--- config.mk ---
export PLATFORM = sky130hd
export DESIGN_NAME = fan_spinup_spindown_control
export DESIGN_NICKNAME = d
export VERILOG_FILES = /design/src/hw/rtl/fssc_pkg.sv /design/src/hw/rtl/fssc_ram.sv /design/src/hw/rtl/fssc_update.sv /design/src/hw/rtl/fan_spinup_spindown_control.sv
export SDC_FILE = /design/constraint.sdc
export NUM_CORES = 1
export LEC_CHECK = 0
export ABC_AREA = 1
export BUFFER_PORTS_ARGS = -buffer_cell sky130_fd_sc_hd__buf_2
export CAP_MARGIN = 20
export CORE_ASPECT_RATIO = 1.25
export CORE_MARGIN = 2
export CORE_UTILIZATION = 60
export CTS_CLUSTER_DIAMETER = 120
export DETAILED_ROUTE_END_ITERATION = 7
export GPL_ROUTABILITY_DRIVEN = 0
export PLACE_DENSITY = 0.78
export SYNTH_ARGS = -nofsm -noshare
export SYNTH_HDL_FRONTEND = slang
export SYNTH_SLANG_ARGS = --single-unit
--- constraint.sdc ---
create_clock -name clk -period 9.1 [get_ports clk]
set_input_delay 0.91 -clock clk [delete_from_list [all_inputs] [get_ports clk]]
set_output_delay 0.91 -clock clk [all_outputs]
set_load 0.01 [all_outputs]
--- src/hw/rtl/fssc_pkg.sv ---
// Package for the fan spin-up / spin-down supervisor.
// Holds the command, register-index and sequencer codes, constants and the state structs.
// No dependencies.
package fssc_pkg;

  typedef enum logic [1:0] {
    CMD_IDLE    = 2'd0,
    CMD_RESTART = 2'd1,
    CMD_RISE    = 2'd2,
    CMD_FALL    = 2'd3
  } cmd_t;

  typedef enum logic [2:0] {
    REG_SPINUP_EN  = 3'd0,
    REG_FAN0_DIV   = 3'd1,
    REG_FAN1_DIV   = 3'd2,
    REG_BOOST_THR  = 3'd3,
    REG_BOOST_DUTY = 3'd4
  } reg_idx_t;

  typedef enum logic {
    ST_IDLE,
    ST_CALC
  } seq_state_t;

  localparam logic [20:0] SPEED_NUM      = 21'd1346000;
  localparam logic [13:0] SPEED_LO       = 14'd3400;
  localparam logic [13:0] SPEED_HI_P1    = 14'd10501;
  localparam logic [7:0]  PERIOD_BAD     = 8'd255;
  localparam logic [7:0]  PERIOD_A       = 8'd3;
  localparam logic [7:0]  PERIOD_B       = 8'd4;
  localparam logic [7:0]  STABLE_LO      = 8'd60;
  localparam logic [7:0]  STABLE_HI      = 8'd254;
  localparam logic [2:0]  BOOST_TICKS    = 3'd4;
  localparam logic [7:0]  ARM_DELAY      = 8'd250;
  localparam logic [7:0]  ARM_MIN        = 8'd1;
  localparam logic [7:0]  ARM_MAX        = 8'd5;
  localparam logic [5:0]  CHECK_COUNT    = 6'd45;
  localparam logic [3:0]  RESTORE_COUNT  = 4'd15;
  localparam logic [15:0] CNT_MAX        = 16'hFFFF;
  localparam logic [7:0]  BOOST_THR_RST  = 8'd11;
  localparam logic [7:0]  BOOST_DUTY_RST = 8'd115;

  typedef struct packed {
    logic       spinup_en;
    logic [2:0] fan0_div;
    logic [2:0] fan1_div;
    logic [7:0] boost_thr;
    logic [7:0] boost_duty;
  } cfg_t;

  typedef struct packed {
    logic [2:0]  boost_rem;
    logic [7:0]  watch_delay;
    logic [5:0]  unstable_cnt;
    logic [3:0]  stable_cnt;
    logic [7:0]  last_duty;
    logic [7:0]  prev_duty;
    logic [15:0] spindown_cnt;
  } fan_state_t;

  localparam int FAN_STATE_W = $bits(fan_state_t);

  typedef struct packed {
    logic        drive_valid;
    logic [7:0]  drive_duty;
    logic [7:0]  stored_duty;
    logic        spindown_now;
    logic [15:0] spindown_total;
    logic        boost_active;
  } result_t;

endpackage

--- src/hw/rtl/fssc_ram.sv ---
// Generic single-port-write, single-port-read RAM with a registered read.
// No dependencies.
module fssc_ram #(
  parameter int WIDTH = 8,
  parameter int DEPTH = 2,
  parameter int AW    = (DEPTH > 1) ? $clog2(DEPTH) : 1
) (
  input  logic             clk,
  input  logic             we,
  input  logic [AW-1:0]    waddr,
  input  logic [WIDTH-1:0] wdata,
  input  logic             re,
  input  logic [AW-1:0]    raddr,
  output logic [WIDTH-1:0] rdata
);

  logic [WIDTH-1:0] mem_r [DEPTH];
  logic [WIDTH-1:0] rdata_r;

  always_ff @(posedge clk) begin
    if (we) begin
      mem_r[waddr] <= wdata;
    end
    if (re) begin
      rdata_r <= mem_r[raddr];
    end
  end

  assign rdata = rdata_r;

endmodule

--- src/hw/rtl/fssc_update.sv ---
// Per-fan state update: boost countdown, watch delay, stability counters, spin-down.
// Depends on fssc_pkg.
module fssc_update #(
  parameter int NO_WATCH = 255
) (
  input  fssc_pkg::cmd_t       cmd,
  input  logic [7:0]           duty,
  input  logic [7:0]           period,
  input  logic                 spd_ok,
  input  fssc_pkg::cfg_t       cfg,
  input  fssc_pkg::fan_state_t st_cur,
  output fssc_pkg::fan_state_t st_nxt,
  output fssc_pkg::result_t    res
);
  import fssc_pkg::*;

  localparam logic [7:0] NO_WATCH_V = 8'(NO_WATCH);

  logic       stable;
  logic [7:0] arm_val;
  logic       dv;
  logic [7:0] dd;
  logic       sd;

  assign stable = (period == PERIOD_A) || (period == PERIOD_B) ||
                  ((period >= STABLE_LO) && (period <= STABLE_HI));
  assign arm_val = ((duty >= ARM_MIN) && (duty <= ARM_MAX)) ? ARM_DELAY : NO_WATCH_V;

  always_comb begin
    st_nxt = st_cur;
    dv     = 1'b0;
    dd     = '0;
    sd     = 1'b0;
    if (cmd == CMD_IDLE) begin
      if (st_cur.boost_rem != '0) begin
        // Any out-of-range speed restarts the run of good ticks.
        st_nxt.boost_rem = spd_ok ? (st_cur.boost_rem - 3'd1) : BOOST_TICKS;
        if (st_nxt.boost_rem == '0) begin
          dv = 1'b1;
          dd = st_cur.last_duty;
        end
      end else if (st_cur.watch_delay == '0) begin
        if (!stable) begin
          st_nxt.unstable_cnt = st_cur.unstable_cnt - 6'd1;
          st_nxt.stable_cnt   = RESTORE_COUNT;
          if (st_nxt.unstable_cnt == '0) begin
            dv                 = 1'b1;
            sd                 = 1'b1;
            st_nxt.prev_duty   = st_cur.last_duty;
            st_nxt.last_duty   = '0;
            st_nxt.watch_delay = NO_WATCH_V;
            if (st_cur.spindown_cnt != CNT_MAX) begin
              st_nxt.spindown_cnt = st_cur.spindown_cnt + 16'd1;
            end
          end
        end else if (st_cur.unstable_cnt != CHECK_COUNT) begin
          st_nxt.stable_cnt = st_cur.stable_cnt - 4'd1;
          if (st_nxt.stable_cnt == '0) begin
            st_nxt.unstable_cnt = CHECK_COUNT;
          end
        end
      end else if (st_cur.watch_delay < NO_WATCH_V) begin
        st_nxt.watch_delay = st_cur.watch_delay - 8'd1;
        if (st_nxt.watch_delay == '0) begin
          st_nxt.unstable_cnt = CHECK_COUNT;
        end
      end
    end else begin
      st_nxt.last_duty = duty;
      if ((cmd == CMD_RISE) && cfg.spinup_en && (duty < cfg.boost_thr)) begin
        dv               = 1'b1;
        dd               = cfg.boost_duty;
        st_nxt.boost_rem = BOOST_TICKS;
      end else begin
        if (cmd == CMD_RISE) begin
          dv = 1'b1;
          dd = duty;
        end
        st_nxt.watch_delay = arm_val;
        st_nxt.boost_rem   = '0;
      end
    end
  end

  always_comb begin
    res.drive_valid    = dv;
    res.drive_duty     = dd;
    res.stored_duty    = st_nxt.last_duty;
    res.spindown_now   = sd;
    res.spindown_total = st_nxt.spindown_cnt;
    res.boost_active   = (st_nxt.boost_rem != '0);
  end

endmodule

--- src/hw/rtl/fan_spinup_spindown_control.sv ---
// Top level of the fan spin-up / spin-down supervisor.
// Depends on fssc_pkg, fssc_ram and fssc_update.
//
//   channel  direction  handshake            word
//   in_      input      in_valid / in_stall   command, fan, duty, period_ticks
//   out_     output     out_valid / out_stall drive and status fields, one per event
//   cfg_     input      cfg_valid / cfg_ready register index and write data
//
// For each event, the accept cycle reads the fan's entry from the state RAM, and the update
// cycle (ST_CALC) then updates it, writes it back and loads the output register.
// The RAM read is registered; the update cycle waits while a full output
// register is stalled, and a new event is taken while a finished word waits.
// The state RAM is not cleared by reset: a valid bit per fan makes an unwritten entry
// read as the reset state, so the block accepts events right after reset.
module fan_spinup_spindown_control #(
  parameter int FAN_COUNT = 2,
  parameter int NO_WATCH  = 255
) (
  input  logic        clk,
  input  logic        rst_n,
  input  logic        in_valid,
  output logic        in_stall,
  input  logic [1:0]  in_command,
  input  logic        in_fan,
  input  logic [7:0]  in_duty,
  input  logic [7:0]  in_period_ticks,
  output logic        out_valid,
  input  logic        out_stall,
  output logic        out_drive_valid,
  output logic [7:0]  out_drive_duty,
  output logic [7:0]  out_stored_duty,
  output logic        out_spindown_now,
  output logic [15:0] out_spindown_total,
  output logic        out_boost_active,
  input  logic        cfg_valid,
  output logic        cfg_ready,
  input  logic [2:0]  cfg_index,
  input  logic [7:0]  cfg_data
);
  import fssc_pkg::*;

  localparam int AW = (FAN_COUNT > 1) ? $clog2(FAN_COUNT) : 1;

  cfg_t             cfg_r;
  seq_state_t       state_r, state_nxt;
  logic             in_acc;
  logic             calc_go;
  logic [2:0]       shift;
  logic [14:0]      scaled;
  logic [28:0]      prod_lo, prod_hi;
  logic             spd_ok;
  cmd_t             cmd_r;
  logic [AW-1:0]    fan_r;
  logic             fan_ok_r;
  logic [7:0]       duty_r;
  logic [7:0]       period_r;
  logic             spd_ok_r;
  logic [FAN_COUNT-1:0] vld_r;
  logic             ram_we;
  logic [FAN_STATE_W-1:0] ram_rdata;
  fan_state_t       st_rst, st_cur, st_nxt;
  result_t          res;
  result_t          out_r;
  logic             out_valid_r;

  // Configuration registers.
  assign cfg_ready = 1'b1;

  always_ff @(posedge clk) begin
    if (!rst_n) begin
      cfg_r.spinup_en  <= 1'b0;
      cfg_r.fan0_div   <= '0;
      cfg_r.fan1_div   <= '0;
      cfg_r.boost_thr  <= BOOST_THR_RST;
      cfg_r.boost_duty <= BOOST_DUTY_RST;
    end else if (cfg_valid) begin
      unique case (reg_idx_t'(cfg_index))
        REG_SPINUP_EN:  cfg_r.spinup_en  <= cfg_data[0];
        REG_FAN0_DIV:   cfg_r.fan0_div   <= cfg_data[2:0];
        REG_FAN1_DIV:   cfg_r.fan1_div   <= cfg_data[2:0];
        REG_BOOST_THR:  cfg_r.boost_thr  <= cfg_data;
        REG_BOOST_DUTY: cfg_r.boost_duty <= cfg_data;
        default: ;
      endcase
    end
  end

  // Sequencer.
  assign in_acc  = in_valid && !in_stall;
  assign calc_go = (state_r == ST_CALC) && (!out_valid_r || !out_stall);

  always_comb begin
    state_nxt = state_r;
    unique case (state_r)
      ST_IDLE: if (in_acc) state_nxt = ST_CALC;
      ST_CALC: if (calc_go) state_nxt = ST_IDLE;
      default: state_nxt = ST_IDLE;
    endcase
  end

  always_comb begin
    in_stall = (state_r != ST_IDLE);
  end

  always_ff @(posedge clk) begin
    if (!rst_n) begin
      state_r <= ST_IDLE;
    end else begin
      state_r <= state_nxt;
    end
  end

  // Speed range test without a divider: N / D in [LO, HI] iff LO*D <= N < (HI+1)*D.
  assign shift   = in_fan ? cfg_r.fan1_div : cfg_r.fan0_div;
  assign scaled  = 15'(in_period_ticks) << shift;
  assign prod_lo = 29'(scaled) * 29'(SPEED_LO);
  assign prod_hi = 29'(scaled) * 29'(SPEED_HI_P1);
  assign spd_ok  = (in_period_ticks != '0) && (in_period_ticks != PERIOD_BAD) &&
                   (29'(SPEED_NUM) >= prod_lo) && (29'(SPEED_NUM) < prod_hi);

  always_ff @(posedge clk) begin
    if (in_acc) begin
      cmd_r    <= cmd_t'(in_command);
      fan_r    <= AW'(in_fan);
      fan_ok_r <= (int'(in_fan) < FAN_COUNT);
      duty_r   <= in_duty;
      period_r <= in_period_ticks;
      spd_ok_r <= spd_ok;
    end
  end

  // State memory with per-fan valid bits.
  assign ram_we = calc_go && fan_ok_r;

  fssc_ram #(
    .WIDTH (FAN_STATE_W),
    .DEPTH (FAN_COUNT),
    .AW    (AW)
  ) u_state_ram (
    .clk   (clk),
    .we    (ram_we),
    .waddr (fan_r),
    .wdata (st_nxt),
    .re    (in_acc),
    .raddr (AW'(in_fan)),
    .rdata (ram_rdata)
  );

  always_ff @(posedge clk) begin
    if (!rst_n) begin
      vld_r <= '0;
    end else if (ram_we) begin
      vld_r[fan_r] <= 1'b1;
    end
  end

  always_comb begin
    st_rst              = '0;
    st_rst.watch_delay  = 8'(NO_WATCH);
    st_rst.unstable_cnt = CHECK_COUNT;
    st_rst.stable_cnt   = RESTORE_COUNT;
  end

  assign st_cur = vld_r[fan_r] ? fan_state_t'(ram_rdata) : st_rst;

  fssc_update #(
    .NO_WATCH (NO_WATCH)
  ) u_update (
    .cmd    (cmd_r),
    .duty   (duty_r),
    .period (period_r),
    .spd_ok (spd_ok_r),
    .cfg    (cfg_r),
    .st_cur (st_cur),
    .st_nxt (st_nxt),
    .res    (res)
  );

  // Output register.
  always_ff @(posedge clk) begin
    if (!rst_n) begin
      out_valid_r <= 1'b0;
    end else if (calc_go) begin
      out_valid_r <= 1'b1;
    end else if (!out_stall) begin
      out_valid_r <= 1'b0;
    end
  end

  always_ff @(posedge clk) begin
    if (calc_go) begin
      out_r <= fan_ok_r ? res : '0;
    end
  end

  assign out_valid          = out_valid_r;
  assign out_drive_valid    = out_r.drive_valid;
  assign out_drive_duty     = out_r.drive_duty;
  assign out_stored_duty    = out_r.stored_duty;
  assign out_spindown_now   = out_r.spindown_now;
  assign out_spindown_total = out_r.spindown_total;
  assign out_boost_active   = out_r.boost_active;

endmodule

==> After elaboration in Yosys (flattened, before gate mapping) <==
Memory sizes are Yosys's and may differ from the RTL's. A register that Yosys moved wholly into a read port is not among the register bits.
Index checks and enable logic that the tools add are counted.
{ "word_totals": {"inputBits": 35, "regBits": 82, "n_memories": 1, "latchBits": 0, "romBits": 0, "ramBits": 106, "wordCells": 132} }
{ "classes": {"n_div": 0, "eq_ne": 11, "n_mux": 48, "n_reduce_logical": 32, "multipliers": 2, "n_lt_le_gt_ge": 10, "addsub": 5, "bitwise": 3, "n_shift": 1} }
{ "mem_list": {"columns": ["name", "depth", "word_bits", "read_ports", "rd_clocked_by_memory_dff", "wr", "line_no", "source"], "rows": [
  ["u_state_ram.mem_r", 2, 53, 1, 1, 1, "fssc_ram.sv:17", "logic [WIDTH-1:0] mem_r [DEPTH];"]
]} }
{ "ops": {"columns": ["op", "n"], "rows": [
  ["$mux W8", 9],
  ["$mux W32", 2],
  ["$mux W53", 1],
  ["$mux W50", 1],
  ["$mux W36", 1],
  ["$mux W10", 3],
  ["$lt A21 B29 Y1 const A", 1],
  ["$mul A15 B14 Y29 const B", 1],
  ["$mux W14", 2],
  ["$ge A21 B27 Y1 const A", 1],
  ["$mul A15 B9 Y24 const B", 1],
  ["$mux W24", 1],
  ["$mux W1", 17],
  ["$add A16 B1 Y16 const B", 1],
  ["$logic_not A8 Y1", 2],
  ["$mux W16", 1],
  ["$ne A16 B16 Y1 const B", 1],
  ["$mux W3", 5],
  ["$shl A8 B3 Y15", 1],
  ["$mux W6", 2],
  ["$mux W11", 1],
  ["$logic_and A1 B1 Y1", 10],
  ["$reduce_and A2 Y1", 5],
  ["$eq A8 B2 Y1 const B", 1],
  ["other kinds (33)", 41]
]} }

==> Longest topological paths before layout <==
Gate-level depths: netlist of the first run.
{ "logic_depth": {"ltp_word": 12, "mapped_depth": 37, "ltp_nobuf": 37} }

==> Modules after synthesis <==
From an unflattened synthesis of the first run, not the netlist that was laid out.
{ "unflattened": {"cells_unflattened": 2241, "area_unflattened_um2": 18365.1} }
{ "modules_own_cells": {"columns": ["module", "cells_per_inst", "seq_area_each_um2", "instances", "area_each_um2"], "rows": [
  ["fan_spinup_spindown_control", 1405, 2192.1, 1, 10126.0],
  ["fssc_ram", 334, 4774.6, 1, 5500.3],
  ["fssc_update", 502, 0.0, 1, 2738.9]
]} }

==> Worst setup path before layout of the first run <==
OpenSTA, ideal clock, no wires.
{ "synth_timing": {"path_type": "input-to-reg", "startpoint": "input in_fan", "endpoint": "register spd_ok_r (data pin)", "setup_ns": 0.251, "path_slack_ns": 3.054, "arrival_time_ns": 5.795, "t_required_ns": 8.849, "stages": 25, "cell_sequence": "o21ai_0 clkbuf_1 mux2i_1 inv_1 o21ai_0 ha_1 fa_1 ha_1 ha_1 ha_1 ha_1 ha_1 nand2_1 nor2_1 inv_1 nor2_1 nand3_1 nand4_1 nand2_1 nor2_1 nand2_1 nor2_1 nand3_1 nand2_1 nor2_1"} }
{ "synth_between": {"elab_chain_len": 6, "word_cells_on_any_way": 8, "classes_between": "mul (2); order compare (2); shift (1); mux (1); reduce/logical (2)"} }
{ "synth_lines": {"columns": ["item", "line_no", "source"], "rows": [
  ["start: declaration", "fan_spinup_spindown_control.sv:24", "input logic in_fan,"],
  ["$mux W3 *", "fan_spinup_spindown_control.sv:114", "assign shift = in_fan ? cfg_r.fan1_div : cfg_r.fan0_div;"],
  ["$shl A8 B3 Y15 *", "fan_spinup_spindown_control.sv:115", "assign scaled = 15'(in_period_ticks) << shift;"],
  ["$mul A15 B9 Y24", "fan_spinup_spindown_control.sv:116", "assign prod_lo = 29'(scaled) * 29'(SPEED_LO);"],
  ["$ge A21 B27 Y1", "fan_spinup_spindown_control.sv:119", "(29'(SPEED_NUM) >= prod_lo) && (29'(SPEED_NUM) < prod_hi);"],
  ["$logic_and A1 B1 Y1", "fan_spinup_spindown_control.sv:118", "assign spd_ok = (in_period_ticks != '0) && (in_period_ticks != PERIOD_BAD) &&"],
  ["$logic_and A1 B1 Y1 *", "fan_spinup_spindown_control.sv:119", null],
  ["via spd_ok", "fan_spinup_spindown_control.sv:51", "logic spd_ok;"],
  ["end signal: assignment", "fan_spinup_spindown_control.sv:128", "spd_ok_r <= spd_ok;"],
  ["end: declaration", "fan_spinup_spindown_control.sv:57", "logic spd_ok_r;"]
]} }
Mark *: on every way through the listed nets, which the timed path passes. The rest lies on a longest branch.
A chain may end at the register's enable or synchronous reset.

==> Worst setup path in the final report of the first run <==
Same ends and word-level chain as after synthesis.

==> results of run 1 <==
-- metrics by stage --
stage          cells  power, mW
2_1_floorplan   1963       2.36
3_3_place_gp    2369       2.71
3_5_place_dp    2369       2.74
4_1_cts         2406       3.57
5_1_grt         2406       3.84
6_report        2407       3.56
-- cell usage after synthesis, types with 2 or more instances --
master,count,share of area (%)
nand2_1,525,12
inv_1,365,8.4
edfxtp_1,190,35
nor2_1,180,4.2
ha_1,173,13
nand3_1,90,2.8
o21ai_0,84,2.6
a21oi_1,59,1.8
fa_1,52,6.4
xor2_1,29,1.6
dfxtp_1,27,3.3
nand4_1,23,0.89
nor3_1,15,0.46
clkbuf_1,13,0.30
xnor2_1,11,0.59
nor2_2,9,0.35
o21ai_1,9,0.28
inv_2,8,0.19
o21a_1,8,0.37
nand2_2,7,0.27
o32ai_1,7,0.38
or2_2,5,0.19
a21o_1,4,0.19
buf_1,4,0.093
nor2_4,4,0.28
nor4_1,4,0.15
o21bai_1,4,0.19
o22ai_1,4,0.15
a211oi_1,3,0.14
a32oi_1,3,0.16
and2_1,3,0.12
buf_2,3,0.093
buf_6,3,0.21
mux2i_1,3,0.19
nand3_4,3,0.32
o31ai_1,3,0.14
buf_4,2,0.093
nand3_2,2,0.12
nand3b_1,2,0.093
nor2_8,2,0.25
o211ai_1,2,0.093
o21ai_2,2,0.11
-- worst max-delay path by stage --
stage | start | end | slack (ns)
floorplan | in_fan | spd_ok_r | 3.05
global placement | in_fan | spd_ok_r | 2.22
detailed placement | in_fan | spd_ok_r | 2.00
CTS | in_fan | spd_ok_r | 2.51
global route | in_fan | spd_ok_r | 1.91
finish | in_fan | spd_ok_r | 2.47
-- placed cells by master, fill, tap and decap left out, types with 4 or more instances in the layout --
| master | synthesis | final |
|---|---|---|
| or2_2 | 5 | 5 |
| xnor2_1 | 11 | 11 |
| nand2_1 | 525 | 525 |
| nor2_1 | 180 | 177 |
| o21ai_0 | 84 | 84 |
| o22ai_1 | 4 | 4 |
| fa_1 | 52 | 52 |
| inv_1 | 365 | 365 |
| nor4_1 | 4 | 4 |
| nor2_4 | 4 | 7 |
| clkbuf_16 | 0 | 22 |
| a21oi_1 | 59 | 59 |
| nor3_1 | 15 | 15 |
| a21o_1 | 4 | 4 |
| o21bai_1 | 4 | 4 |
| nor2_2 | 9 | 9 |
| buf_4 | 2 | 15 |
| ha_1 | 173 | 173 |
| edfxtp_1 | 190 | 190 |
| nand3_1 | 90 | 90 |
| xor2_1 | 29 | 29 |
| nand2_2 | 7 | 7 |
| o32ai_1 | 7 | 7 |
| inv_2 | 8 | 8 |
| dfxtp_1 | 27 | 27 |
| o21a_1 | 8 | 8 |
| o21ai_1 | 9 | 9 |
| clkinv_2 | 0 | 6 |
| buf_2 | 3 | 71 |
| nand4_1 | 23 | 23 |
-- cell families after synthesis --
group,count (synthesis),share of synthesized area [%]
AOI/OAI and AO/OA,198,6.96
xor gates and xnor gates,40,2.16
adders and majority gates,225,19.8
buffers and inverters,398,9.42
DFF,217,38.5
muxes,4,0.278
other,1,0.0231
and+or+nand+nor,880,22.9
-- where the power goes --
group	switching (mW)	internal [mW]	total (mW)
clock	0.370	0.460	0.830
sequential	0.0264	1.15	1.18
combinational	1.01	0.544	1.55
total	1.40	2.16	3.56
-- area by class of cell --
class,count,area (µm²)
clock buffer,26,586
clock inverter,11,67.6
antenna,1,2.50
tap,345,432
inverter,373,1400
sequential,217,6250
fill,2133,9070
timing repair buffer,86,468
multi-input combinational,1348,8470
-- layer usage --
metal	vias to the layer above	wire [µm]	GRT usage (%)	share of wire, %
met2	437	20400	52.0	54
met4	0	1660	12.9	4.4
met1	6152	14200	30.7	37
met3	118	1810	2.14	4.7
li1	6485	-	-	-
met5	-	0	0	0
-- registers in the layout (all words and copies together), names as in the netlist, 8 cells and up --
signal              count
cfg_r                  23
duty_r                  8
out_drive_duty          8
out_spindown_total     16
out_stored_duty         8
period_r                8
u_state_ram.mem_r      90
u_state_ram.rdata      45
-- worst reg2reg max path, stage by stage (launching register included) --
cell	delay, ns
dfxtp_1	0.30
inv_1	0.06
o21ai_1	0.70
inv_2	0.20
o21ai_0	0.49
nor2_1	0.20
nor2_1	0.34
fa_1	0.48
ha_1	0.29
inv_1	0.05
fa_1	0.50
inv_1	0.04
ha_1	0.28
ha_1	0.30
ha_1	0.37
nand2_1	0.11
nor2_1	0.25
inv_1	0.07
nor2_1	0.16
nand3_1	0.14
nand4_1	0.12
nand2_1	0.06
nor2_1	0.10
nand2_1	0.06
nor2_1	0.12
nand3_1	0.08
nand2_1	0.06
nor2_1	0.04
==> impl_metrics.ini, run 1 <==
[outcome]
status = completed

[synthesis]
synth_ff_type = edfxtp_1
yosysSeqAreaShare_pct = 38.5
yosys_register_bits = 217
synth_cells = 1963
synth-edff-count = 190
avgSynthCellArea_um2 = 8.27
synth_cell_types = 56
synth_area_um2 = 16200
yosys_warnings = 0
syn-num-nets = 2223
synth_async_sr_flop_share_pct = 0

[worst_setup_path]
critical_path.most_common_cell = inv_1
cp_max_fo = 23
max_stage_delay_ns = 0.50
cp_num_buf_inv = 9
endpoint_kind = flip-flop
required_ns = 9.35
reg2reg_depth = 27
rr_startpoint = cfg_r[21]
crit_slowest_cell = fa_1
arrival_ns = 6.87
crit_cells = 32
worst-r2r-setup-slack_ns = 2.90
critPathLaunchType = primary input
reg2reg_to = spd_ok_r
critical_path_class = primary input to flip-flop
crit_family = simple AND/OR/NAND/NOR gates

[timing]
tightest_slew_ns = 1.02
final.setup.worst_slack_ns = 2.47
fin_tns_setup_ns = 0
timing.slew.headroom_pct = 31.7
period_share_pct = 72.8
hold_violations = 0
fin_skew_ns = 0.0130
fmax_mhz = 151
final-setup-viol-count = 0
drv_slew = 0
rsz0062_at_grt = false
holdWs_ns = 0.476
fin_crit_ns = 6.63

[detailed_routing]
route.detailed.drc = 0
viasPerCell = 5.48
initialDrtViolationCount = 847
first_pass_iters = 6
routed_wl_um = 38100
ant_nets = 0
wire_per_inst_um = 15.8
vias = 13192

[global_route]
antenna_found_initial = 0
grt_pass1_wl_um = 62600
grt_pass1_vias = 13415
grt_max_degree = 66
track_usage_pct = 27.5
grt-ovfl-total = 0

[clock_tree]
cts_hold_buf = 0
clock-sinks = 217
cts_resized = 0
cts_tree = yes
cts_root_buf = clkbuf_16
clockBufferDepth = 3
post_cts_buffers = 0
clkTransAtPathRegs_ns = 0.06
clock_latency_ns = 0.50
cts_made_buffers = 21
htreeDepth = 1

[place]
pre_cts_slack_ns = 2.00
dpl_cell_area_um2 = 17000
hpwl_um = 29200
port_buffers = 71

[worst_hold_path]
hp-class = flip-flop to flip-flop
whs_path_depth = 2
hold_path_startpoint = cfg_r[8]
hold_path_end = cfg_r[8]

[power]
power_density_nw_per_um2 = 201
peakVddDrop_uv = 118
power_leakage_nw = 8.89

[die]
fp.dieH_um = 188
std_cell_rows = 67
coreArea_um2 = 26700
dieWidth_um = 151
initial_utilization_pct = 60.7
die_area_um2 = 28400
io_pins = 73

[layout]
drive_above_1_share_pct = 8.30
utilization_pct = 66.1
nNetsFinal = 2307
areaGrowthSynthToFinish_pct = 8.94
postLayoutCellArea_um2 = 17700

[flow_run]
drv_cap = 0
No activity file was read; power rests on OpenSTA's default activity.
==> run 2, diff against run 1 <==
--- a/config.mk
+++ b/config.mk
@@ -10,7 +10,7 @@
 export CAP_MARGIN = 20
 export CORE_ASPECT_RATIO = 1.25
 export CORE_MARGIN = 2
-export CORE_UTILIZATION = 60
+export CORE_UTILIZATION = 57
 export CTS_CLUSTER_DIAMETER = 120
 export DETAILED_ROUTE_END_ITERATION = 7
 export GPL_ROUTABILITY_DRIVEN = 0
==> constraint.sdc (replaced) <==
create_clock -name clk -period 5.65 [get_ports clk]
set_input_delay 0.565 -clock clk [delete_from_list [all_inputs] [get_ports clk]]
set_output_delay 0.565 -clock clk [all_outputs]
set_load 0.01 [all_outputs]
==> run 2 against run 1 <==
Compared with the run above: non-clock buffer count grew 129; combinational power up 110%; global-route usage down 1.2 points; final area increased by 7.3%; critical path depth grew 3; via count up 6.0%; total power increased by 83%; sequential power increased by 61%; count of clock-buffer cells in the layout is the same; clock skew down 0.0012 ns; first-iteration DRC count rose by 12%; clock power is 57% higher; critical endpoint unchanged.
==> impl_metrics.ini, run 2 (same netlist as run 1, synthesis figures left out) <==
[layout]
largest_reg_flops = 90
drive_above_1_share_pct = 16.2
utilization_pct = 67.2
nNetsFinal = 2436
final_common_cell = nand2_1
layout_common_cells = nand2_1, inv_1, edfxtp_1
top_register = u_state_ram.mem_r
postLayoutCellArea_um2 = 19000
n_fill_cell = 2119
areaGrowthSynthToFinish_pct = 16.9

[timing]
fin_crit_ns = 5.43
timing.slew.headroom_pct = 38.6
final-setup-viol-count = 0
hold_violations = 0
fin_skew_ns = 0.0118
final.setup.worst_slack_ns = 0.218
holdWs_ns = 0.248
period_share_pct = 96.1
fmax_mhz = 184
drv_slew = 0
tightest_slew_ns = 0.919

[clock_tree]
cts_hold_buf = 0
cts_root_buf = clkbuf_16
cts_made_buffers = 21
clkTransAtPathRegs_ns = 0.07
cts_tree = yes
clock-sinks = 217
htreeDepth = 1
clock_latency_ns = 0.49
clockBufferDepth = 3

[die]
io_pins = 73
std_cell_rows = 69
dieWidth_um = 155
fp.dieH_um = 193
initial_utilization_pct = 57.5
coreArea_um2 = 28200
die_area_um2 = 29800

[global_route]
antenna_found_initial = 0
grt_pass1_vias = 13662
grt_max_degree = 46
grt_pass1_wl_um = 63400
track_usage_pct = 26.3
grt-ovfl-total = 0

[worst_setup_path]
worst-r2r-setup-slack_ns = 0.22
arrival_ns = 5.68
reg2reg_to = spd_ok_r
crit_slowest_cell = fa_1
cp_num_buf_inv = 8
endpoint_kind = flip-flop
critical_path.most_common_cell = nand2_1
critical_path_class = flip-flop to flip-flop
critPathLaunchType = flip-flop
required_ns = 5.90
cp_max_fo = 4
rr_startpoint = cfg_r[16]
crit_family = adder cells
reg2reg_depth = 35
max_stage_delay_ns = 0.51

[detailed_routing]
viasPerCell = 5.49
first_pass_iters = 6
m1WireLength_um = 14800
wire_per_inst_um = 15.9
highest_layer = met4
wl_met3_um = 2060
initialDrtViolationCount = 951
vias = 13981
routed_wl_um = 40500
ant_nets = 0
route.detailed.drc = 0
met2_length_um = 21400

[place]
pre_cts_slack_ns = -0.475
dpl_cell_area_um2 = 17900
hpwl_um = 30900
port_buffers = 71

[power]
power_leakage_nw = 9.54
power_density_nw_per_um2 = 344
peakVddDrop_uv = 231

[worst_hold_path]
hold_path_end = duty_r[0]
whs_path_depth = 1
hold_path_startpoint = in_duty[0]
hp-class = primary input to flip-flop

[outcome]
status = completed

[flow_run]
drv_cap = 0
## run 2: cell count changes in the layout (fill, tap and decap cells not counted), moves of 7 or more
| cell | before | now |
|---|---|---|
| nand2_2 | 7 | 14 |
| nor2_2 | 9 | 23 |
| o21ai_0 | 84 | 73 |
| nor2_1 | 177 | 159 |
| nand2_1 | 525 | 517 |
| buf_4 | 15 | 143 |
| ha_4 | 0 | 11 |
| ha_1 | 173 | 161 |
## run 2: per-layer routing
metal / vias up / track usage, %
met3: 156 / 1.59
met5: - / 0
li1: 6755 / -
met4: 0 / 13.0
met1: 6510 / 29.2
met2: 560 / 50.8
## run 2: repair_timing
| action | 4_1_cts | 5_1_grt |
|---|---|---|
| gates resized for setup | 3 | 79 |
| endpoints found under the setup margin | 1 | 1 |
| pin swaps | 0 | 17 |
| buffers inserted | 1 | 8 |
## run 2: worst max path at each step
stage,startpoint,endpoint,slack [ns],cells after the start
after floorplan,in_fan,spd_ok_r,0.004,29
after CTS,cfg_r[19],spd_ok_r,0.04,31
final,cfg_r[16],spd_ok_r,0.22,35
after detailed placement,in_fan,spd_ok_r,-0.47,33
after global placement,in_fan,spd_ok_r,-0.33,32
after global routing,cfg_r[16],spd_ok_r,-0.14,32
## run 2: power by group
group / switching (mW) / internal, mW
sequential: 0.0420 / 1.85
combinational: 1.91 / 1.41
clock: 0.569 / 0.733
## run 2: area by class of cell
cell class	count	area (µm²)	area share, %
flip-flops and latches	217	6250	33.0
clock inverters	11	85.1	0.449
repair buffers	215	1440	7.62
clock buffers	26	544	2.87
inverters	373	1400	7.38
diodes	1	2.50	0.0132
multi-input cells	1348	8790	46.4
well taps	355	444	2.34
## run 2: metrics by stage
| step | total power [mW] | std cells | setup TNS (ns) |
|---|---|---|---|
| after detailed placement | 4.90 | 2499 | -0.475 |
| after global routing | 6.96 | 2545 | -0.139 |
| final | 6.53 | 2546 | 0 |
| after global placement | 4.82 | 2499 | -0.331 |
| after CTS | 6.22 | 2537 | 0 |
| after floorplan | 3.81 | 1963 | 0 |
## run 2: worst reg2reg max path, delay by kind of cell, from the launching register on
kind	cells	cell delay [ns]
AOI/OAI and AO/OA	2	0.19
xor gates and xnor gates	1	0.18
adders and majority gates	6	2.13
buffers and inverters	8	0.56
DFF	1	0.34
muxes	1	0.10
and+or+nand+nor	17	1.69
